`config.mk`:
```
export PLATFORM = sky130hd
export DESIGN_NAME = bnps_div
export DESIGN_NICKNAME = d
export VERILOG_FILES = /design/src/rtl/bnps_pkg.sv /design/src/rtl/bnps_div.sv
export SDC_FILE = /design/constraint.sdc
export NUM_CORES = 1
export LEC_CHECK = 0
export ABC_AREA = 1
export BUFFER_PORTS_ARGS = -buffer_cell sky130_fd_sc_hd__clkbuf_2
export CAP_MARGIN = 0
export CORE_ASPECT_RATIO = 0.5
export CORE_MARGIN = 2
export CORE_UTILIZATION = 59
export CTS_CLUSTER_DIAMETER = 150
export DETAILED_ROUTE_END_ITERATION = 10
export GPL_ROUTABILITY_DRIVEN = 0
export GPL_TIMING_DRIVEN = 0
export HOLD_SLACK_MARGIN = 0.08
export PLACE_DENSITY = 0.88
export SLEW_MARGIN = 20
export SYNTH_ARGS = -nofsm -noshare
export SYNTH_HDL_FRONTEND = slang
export SYNTH_SLANG_ARGS = --single-unit
export TNS_END_PERCENT = 10
```
`constraint.sdc`:
```
create_clock -name clk -period 2.95 [get_ports clk]
set_clock_uncertainty 0.1 [all_clocks]
set_input_delay 0.1475 -clock clk [delete_from_list [all_inputs] [get_ports clk]]
set_output_delay 0.1475 -clock clk [all_outputs]
set_load 0.05 [all_outputs]
```
`src/rtl/bnps_pkg.sv`:
```
// Shared types and constants for the binned nearest peak search.
package bnps_pkg;

    localparam logic [1:0] MODE_CLEAR = 2'd0;
    localparam logic [1:0] MODE_LOAD  = 2'd1;
    localparam logic [1:0] MODE_QUERY = 2'd2;

    localparam logic [1:0] ST_FOUND = 2'd0;
    localparam logic [1:0] ST_NONE  = 2'd1;
    localparam logic [1:0] ST_ERROR = 2'd2;

    // Divider request and response
    typedef struct packed {
        logic        go;
        logic [32:0] dividend;
        logic [31:0] divisor;
    } div_req_t;

    typedef struct packed {
        logic        done;
        logic [32:0] quotient;
        logic        exact;
    } div_rsp_t;

endpackage

```
`src/rtl/bnps_div.sv`:
```
// Restoring divider, one quotient bit per cycle, 33-bit dividend.
module bnps_div (
    input  logic                clk,
    input  logic                rst_n,
    input  bnps_pkg::div_req_t  req,
    output bnps_pkg::div_rsp_t  rsp
);
    import bnps_pkg::*;

    logic [32:0] quo_reg, quo_next;
    logic [32:0] rem_reg, rem_next;
    logic [31:0] dvs_reg, dvs_next;
    logic [5:0]  cnt_reg, cnt_next;
    logic        run_reg, run_next;
    logic        done_reg, done_next;
    logic [33:0] trial;

    always_comb
    begin
        quo_next  = quo_reg;
        rem_next  = rem_reg;
        dvs_next  = dvs_reg;
        cnt_next  = cnt_reg;
        run_next  = run_reg;
        done_next = 1'b0;
        trial     = '0;
        if (req.go)
        begin
            quo_next = req.dividend;
            rem_next = '0;
            dvs_next = req.divisor;
            cnt_next = 6'd33;
            run_next = 1'b1;
        end
        else if (run_reg)
        begin
            trial = {rem_reg, quo_reg[32]} - {2'b0, dvs_reg};
            if (!trial[33])
            begin
                rem_next = trial[32:0];
                quo_next = {quo_reg[31:0], 1'b1};
            end
            else
            begin
                rem_next = {rem_reg[31:0], quo_reg[32]};
                quo_next = {quo_reg[31:0], 1'b0};
            end
            cnt_next = cnt_reg - 6'd1;
            if (cnt_reg == 6'd1)
            begin
                run_next  = 1'b0;
                done_next = 1'b1;
            end
        end
    end

    always_ff @(posedge clk or negedge rst_n)
    begin
        if (!rst_n)
        begin
            run_reg  <= 1'b0;
            done_reg <= 1'b0;
            cnt_reg  <= '0;
        end
        else
        begin
            run_reg  <= run_next;
            done_reg <= done_next;
            cnt_reg  <= cnt_next;
        end
    end

    always_ff @(posedge clk)
    begin
        quo_reg <= quo_next;
        rem_reg <= rem_next;
        dvs_reg <= dvs_next;
    end

    assign rsp.done     = done_reg;
    assign rsp.quotient = quo_reg;
    assign rsp.exact    = (rem_reg == '0);
endmodule

```
==> results of run 1 <==
[worst max-delay path, stage by stage, from the launching register on]
cell and delay, ns:
edfxtp_1 0.33, inv_1 0.05, ha_1 0.38, nand2_1 0.13
nor3_1 0.30, nand2_1 0.14, nor2_1 0.28, nand2_4 0.11
nand2_4 0.09, nand2_4 0.08, nand2_4 0.10, buf_6 0.17
o21ai_1 0.08
[worst min-delay path by stage]
| stage | end | slack, ns | depth (start not counted) |
|---|---|---|---|
| after floorplan | cnt_reg[0] | -0.25 | 0 |
| after global placement | done_reg | -0.1 | 1 |
| after detailed placement | done_reg | -0.1 | 1 |
| after CTS | done_reg | 0.08 | 2 |
| after global routing | done_reg | 0.1 | 2 |
| final | done_reg | 0.07 | 2 |
[Yosys cell counts (4+ instances only)]
master,instances,area share
a21oi_1,20,0.014
buf_6,4,0.0062
clkbuf_1,13,0.0068
dfrtp_1,8,0.028
dfxtp_1,33,0.092
edfxtp_1,65,0.27
ha_1,34,0.059
inv_1,209,0.11
nand2_1,442,0.23
nand2_2,5,0.0043
nand2_4,5,0.0078
nand3_1,93,0.064
nand3b_1,5,0.0052
nand4_1,12,0.010
nor2_1,48,0.025
nor3_1,9,0.0062
nor4_1,9,0.0078
o21ai_0,6,0.0042
o21bai_1,4,0.0042
xnor2_1,12,0.015
xor2_1,4,0.0049
[cell usage in the layout (no fill, tap or decap), types with 2 or more instances in the layout]
cell           Yosys  layout
and2_1             3       3
buf_6              4       4
a21oi_1           20      20
buf_2              3       3
clkinv_4           0       2
xnor2_1           12      12
or2_2              2       2
nor4_1             9       9
clkbuf_16          0       9
ha_1              34      34
xor2_1             4       4
clkbuf_2           0     102
nand2_4            5       5
inv_2              2       3
nand3_1           93      93
nor2_1            48      48
nand4_1           12      12
nand3_2            3       3
a21oi_2            2       2
nor2_2             2       2
dlygate4sd3_1      0      66
inv_1            209     208
o21bai_1           4       4
nand2_1          442     442
o21ai_0            6       6
dfrtp_1            8       8
nand3b_1           5       5
nor3_1             9       9
edfxtp_1          65      65
dfxtp_1           33      33
buf_4              3       3
nand2_2            5       5
clkbuf_1          13      14
[final cells by class]
class,count,area [µm²]
fillers,863,2990
clock inverters,6,61.3
diodes,1,2.50
flip-flops and latches,106,2810
clock buffers,10,229
multi-input cells,726,3480
plain buffers,23,131
repair buffers,168,1170
well taps,165,206
inverters,212,796
[through the flow]
stage | instances | setup WS [ns] | util | setup TNS [ns]
2_1_floorplan | 1067 | 0.545 | - | 0
3_3_place_gp | 1334 | -0.0834 | 0.668 | -2.70
3_5_place_dp | 1334 | 0.244 | 0.668 | 0
4_1_cts | 1416 | 0.451 | 0.748 | 0
5_1_grt | 1417 | 0.251 | 0.749 | 0
6_report | 1417 | 0.332 | 0.749 | 0
[logic make-up (layout without fill, tap and decap cells)]
logic type | count (synthesis) | after routing | share of synthesized area
compound gates | 35 | 35 | 0.0272
xor+xnor | 16 | 16 | 0.0194
fa+ha+maj | 35 | 35 | 0.0617
other cells | 0 | 1 | 0
flops | 106 | 106 | 0.390
simple gates | 640 | 640 | 0.374
buf+inv | 235 | 419 | 0.128
[per-layer routing]
metal,part of all wire,vias to the layer above,global-route usage
met4,0.035,0,0.138
met3,0.11,79,0.0809
li1,-,3647,-
met2,0.45,451,0.550
met5,0,-,0
met1,0.41,3364,0.398
[power by group]
part / internal, µW / total (µW) / leakage, µW / switching [µW]
combinational: 278 / 900 / 0.00382 / 623
sequential: 1720 / 1800 / 0.00104 / 81.8
clock: 593 / 1200 / 0.000138 / 604
total: 2590 / 3900 / 0.00500 / 1310
==> results.json, run 1 <==
{
  "p_leak_uw": 0.00500,
  "clock.fmax_mhz": 382,
  "irDropWorstVdd_mv": 0.351,
  "grt_max_degree": 36,
  "ctsHoldBuffers": 66,
  "power.total_uw": 3900,
  "r2r_slack_ns": 0.33,
  "cts.sinks": 106,
  "cts_buffer_depth": 2,
  "drt_pre_antenna_iters": 7,
  "drc": 0,
  "reg2reg_to": "quo_reg[0]",
  "tightest_slew_ns": 0.921,
  "post-route-period-util": 0.887,
  "status": "finished clean",
  "die_y_um": 82.2,
  "die_w_um": 160,
  "syn-num-nets": 1170,
  "cp-startpoint": "dvs_reg[29]",
  "grt_antenna_before_repair": 1,
  "worst-path-max-fanout": 10,
  "dpl.hpwl_mm": 14.3,
  "cts_tree": "built",
  "synth-seq-cells": 106,
  "rsz0062_at_grt": "false",
  "ys_seq_area_frac": 0.390,
  "r2r-start": "dvs_reg[29]",
  "grt_overflow": 0,
  "max_slew_margin": 0.386,
  "drtIter0Drc": 686,
  "vias_per_cell": 5.32,
  "critPathArrivalTime_ns": 2.61,
  "nNetsFinal": 1349,
  "clockRootBuffer": "clkbuf_16",
  "ys_warn_count": 0,
  "placed_area_um2": 7940,
  "portBuffers": 102,
  "drive_gt1_frac": 0.120,
  "synthDistinctLibCells": 36,
  "syn-mean-instance-area_um2": 6.77,
  "clk_latency_ns": 0.36,
  "post-cts-setup-buffer-count": 0,
  "grt_pass1_vias": 7023,
  "cts_resized": 0,
  "endpoint": "quo_reg[0]",
  "slew_violations": 0,
  "async_flop_share": 0.0755,
  "num_vias": 7541,
  "crit_path_start_kind": "flip-flop",
  "synthToLayoutAreaGrowth_pct": 23.1,
  "synth-edff-count": 65,
  "min_path_type": "input port to asynchronous set/reset pin",
  "synth_ff_type": "edfxtp_1",
  "cap_violations": 0,
  "period_needed_ns": 2.62,
  "crit_type": "flip-flop to flip-flop",
  "grt_use_total": 0.322,
  "cts.clk_slew.worst_paths_ns": 0.08,
  "fin_area_um2": 8890,
  "htree_levels": 3,
  "final_hold_viol_count": 0,
  "syn_area_um2": 7220,
  "io_pins": 103,
  "dieArea_um2": 13200,
  "cts_buffers": 9,
  "grt_pass1_wl_mm": 33.1,
  "start_util": 0.608,
  "wl_mm": 20.8,
  "reg2reg_depth": 12,
  "worstPathRequired_ns": 2.95,
  "timing.hold.ws_ns": 0.0711,
  "wl_per_cell_um": 14.7,
  "ant_nets": 0,
  "coreArea_um2": 11900,
  "powerDensity_nw_per_um2": 438,
  "syn_inst": 1067,
  "finalSetupViolCount": 0,
  "cp-end-kind": "flip-flop",
  "rows": 28
}
Power figures use the tool's default switching activity.
==> inputs of run 2 (changes only) <==
--- a/config.mk
+++ b/config.mk
@@ -5,18 +5,18 @@
 export SDC_FILE = /design/constraint.sdc
 export NUM_CORES = 1
 export LEC_CHECK = 0
-export ABC_AREA = 1
 export BUFFER_PORTS_ARGS = -buffer_cell sky130_fd_sc_hd__clkbuf_2
 export CAP_MARGIN = 0
 export CORE_ASPECT_RATIO = 0.5
 export CORE_MARGIN = 2
-export CORE_UTILIZATION = 59
+export CORE_UTILIZATION = 57
 export CTS_CLUSTER_DIAMETER = 150
 export DETAILED_ROUTE_END_ITERATION = 10
 export GPL_ROUTABILITY_DRIVEN = 0
 export GPL_TIMING_DRIVEN = 0
 export HOLD_SLACK_MARGIN = 0.08
-export PLACE_DENSITY = 0.88
+export PLACE_DENSITY = 0.86
+export REMOVE_ABC_BUFFERS = 1
 export SLEW_MARGIN = 20
 export SYNTH_ARGS = -nofsm -noshare
 export SYNTH_HDL_FRONTEND = slang
==> run 2 against run 1 <==
Compared with the run above: the flow now finishes with violations (setup timing); total power grew 52%; non-clock buffer count is 1 higher; clock-buffer cell count down 1; combinational power increased to 2.7 times the previous value; final cell count fell by 32%; largest cell class unchanged; largest power group is now combinational logic; utilization grew 3.0 points; global-route usage fell by 2.6 points; wire length shrank 5.6%; setup slack got worse by 0.60 ns; critical endpoint is now rem_reg[24]; via count down 17%; sequential share of layout area rose by 1.6 points; synthesized cell count is 40% lower.
==> results.json, run 2 <==
{
  "powerDensity_nw_per_um2": 700,
  "cts.clk_slew.worst_paths_ns": 0.08,
  "async_flop_share": 0.0755,
  "synth-edff-count": 65,
  "cts_buffer_depth": 2,
  "clockRootBuffer": "clkbuf_16",
  "period_needed_ns": 3.22,
  "rows": 27,
  "critPathArrivalTime_ns": 3.38,
  "cap_violations": 0,
  "ys_warn_count": 0,
  "grt_pass1_wl_mm": 28.4,
  "io_pins": 103,
  "slowest_stage": "ha_1",
  "clk_latency_ns": 0.36,
  "p_leak_uw": 0.00352,
  "grt_use_total": 0.295,
  "cts.sinks": 106,
  "setup_ws_ns": -0.270,
  "wl_mm": 19.6,
  "netlist_top_cells_count": "edfxtp_1 (65), nor2_1 (58), inv_1 (45), nand2_1 (45), ha_1 (34)",
  "grt_overflow": 0,
  "rsz0062_at_grt": "true",
  "synth_ff_type": "edfxtp_1",
  "cts_tree": "built",
  "final_hold_viol_count": 0,
  "syn_area_um2": 6290,
  "dpl.hpwl_mm": 9.86,
  "synth-seq-cells": 106,
  "synth.most_common_cell": "edfxtp_1",
  "cpPeakStageDelay_ns": 0.51,
  "max_slew_margin": 0.383,
  "die_y_um": 78.3,
  "cp-end-kind": "flip-flop",
  "dieArea_um2": 11900,
  "drive_gt1_frac": 0.291,
  "worst-path-max-fanout": 8,
  "worstPathBufferInverterCount": 1,
  "die_w_um": 153,
  "wl_per_cell_um": 20.5,
  "cts_buffers": 9,
  "synth.top_cell.area_share": 0.310,
  "synthDistinctLibCells": 70,
  "syn_inst": 639,
  "cp_top_family": "simple AND/OR/NAND/NOR gates",
  "drt_pre_antenna_iters": 5,
  "grt_max_degree": 107,
  "crit_type": "flip-flop to flip-flop",
  "path_cells": "ha_1 > nand4_1 > nor2_1 > inv_1 > o32ai_4 > o21bai_1 > nand3_1 > or3b_1 > a311oi_1",
  "final_common_cell": "clkbuf_2",
  "ant_nets": 0,
  "slew_violations": 0,
  "status": "finished with violations",
  "placed_area_um2": 6910,
  "synthToLayoutAreaGrowth_pct": 34.6,
  "synthTopCellsByArea": "edfxtp_1 (31%), dfxtp_1 (11%), ha_1 (6.8%)",
  "fin_area_um2": 8470,
  "violations": "setup timing",
  "diodes": 0,
  "num_vias": 6234,
  "mostFrequentLayoutCells": "clkbuf_2 (101), dlygate4sd3_1 (67), edfxtp_1 (65)",
  "crit_path_start_kind": "flip-flop",
  "syn-mean-instance-area_um2": 9.85,
  "irDropWorstVdd_mv": 0.495,
  "yosys.area.top_type": "edfxtp_1",
  "grt_pass1_vias": 5912,
  "start_util": 0.578,
  "clock.fmax_mhz": 311,
  "tightest_slew_ns": 0.922,
  "power.total_uw": 5930,
  "drc": 0,
  "ys_seq_area_frac": 0.447,
  "grt_antenna_before_repair": 0,
  "htree_levels": 3,
  "vias_per_cell": 6.49,
  "min_path_type": "input port to flip-flop",
  "drtIter0Drc": 848,
  "finalSetupViolCount": 26,
  "coreArea_um2": 10900,
  "worstPathRequired_ns": 3.11,
  "post-route-period-util": 1.09,
  "portBuffers": 102,
  "nNetsFinal": 913
}
[run 2: cell count changes in the layout (fill, tap and decap cells not counted), moves of 12 or more]
| cell | delta |
|---|---|
| a21o_1 | +12 |
| a311oi_1 | +20 |
| buf_4 | +16 |
| clkbuf_1 | -14 |
| ha_1 | -14 |
| inv_1 | -165 |
| mux2_2 | +32 |
| nand2_1 | -398 |
| nand3_1 | -62 |
[run 2: what timing repair did]
action / 4_1_cts / 5_1_grt
cloned: 2 / 0
hold buffers: 67 / 0
setup endpoints to repair: 34 / 34
resized for setup: 33 / 31
hold endpoints to repair: 73 / 0
pin swaps: 11 / 25
buffers inserted: 11 / 9
[run 2: path summary, 6_finish.rpt]
| kind | startpoint | to | slack [ns] | cells past startpoint |
|---|---|---|---|---|
| hold / removal | req[65] | dvs_reg[18] | 0.34 | 1 |
| min in group asynchronous | rst_n | cnt_reg[1] | 0.66 | 3 |
| setup reg to reg | rem_reg[15] | rem_reg[24] | -0.27 | 9 |
| max in group asynchronous | rst_n | run_reg | 1.79 | 3 |
| setup / recovery | rem_reg[15] | rem_reg[24] | -0.27 | 9 |
| hold reg to reg | cnt_reg[4] | done_reg | 0.41 | 1 |
[run 2: where the power goes]
part	switching (µW)	leakage, µW	internal (µW)
clock network	633	0.000162	695
registers	268	0.00103	1870
logic	1560	0.00233	906
total	2460	0.00352	3470
[run 2: through the flow]
step | hold WS, ns | utilization | worst slack, ns | std cells | setup TNS (ns)
finish | 0.340 | 0.778 | -0.270 | 960 | -1.75
global route | 0.404 | 0.778 | -0.264 | 960 | -5.40
CTS | 0.376 | 0.759 | 0.00372 | 951 | 0
detailed placement | -0.0959 | 0.635 | -0.363 | 855 | -7.65
global placement | -0.0984 | 0.629 | -1.30 | 853 | -77.52
floorplan | -0.248 | - | -0.398 | 606 | -9.38
[run 2: layout make-up]
class	instances	area, µm²
multi-input combinational	453	3520
sequential	106	2820
fill	599	2410
timing repair buffer	192	1430
clock buffer	9	225
tap	145	181
inverter	48	180
clock inverter	7	110
[run 2: cells by family after synthesis]
logic type / after synthesis / share of synthesized area
buffers and inverters: 81 / 0.0513
xor gates and xnor gates: 20 / 0.0278
AOI/OAI and AO/OA: 152 / 0.175
DFF: 106 / 0.447
muxes: 36 / 0.0636
and+or+nand+nor: 209 / 0.164
adders and majority gates: 35 / 0.0708
[run 2: per-layer routing]
layer / share of wire / vias to the layer above / track usage
met4: 0.061 / 0 / 0.157
li1: - / 2729 / -
met3: 0.11 / 151 / 0.0712
met2: 0.45 / 485 / 0.492
met1: 0.38 / 2869 / 0.361
met5: 0 / - / 0
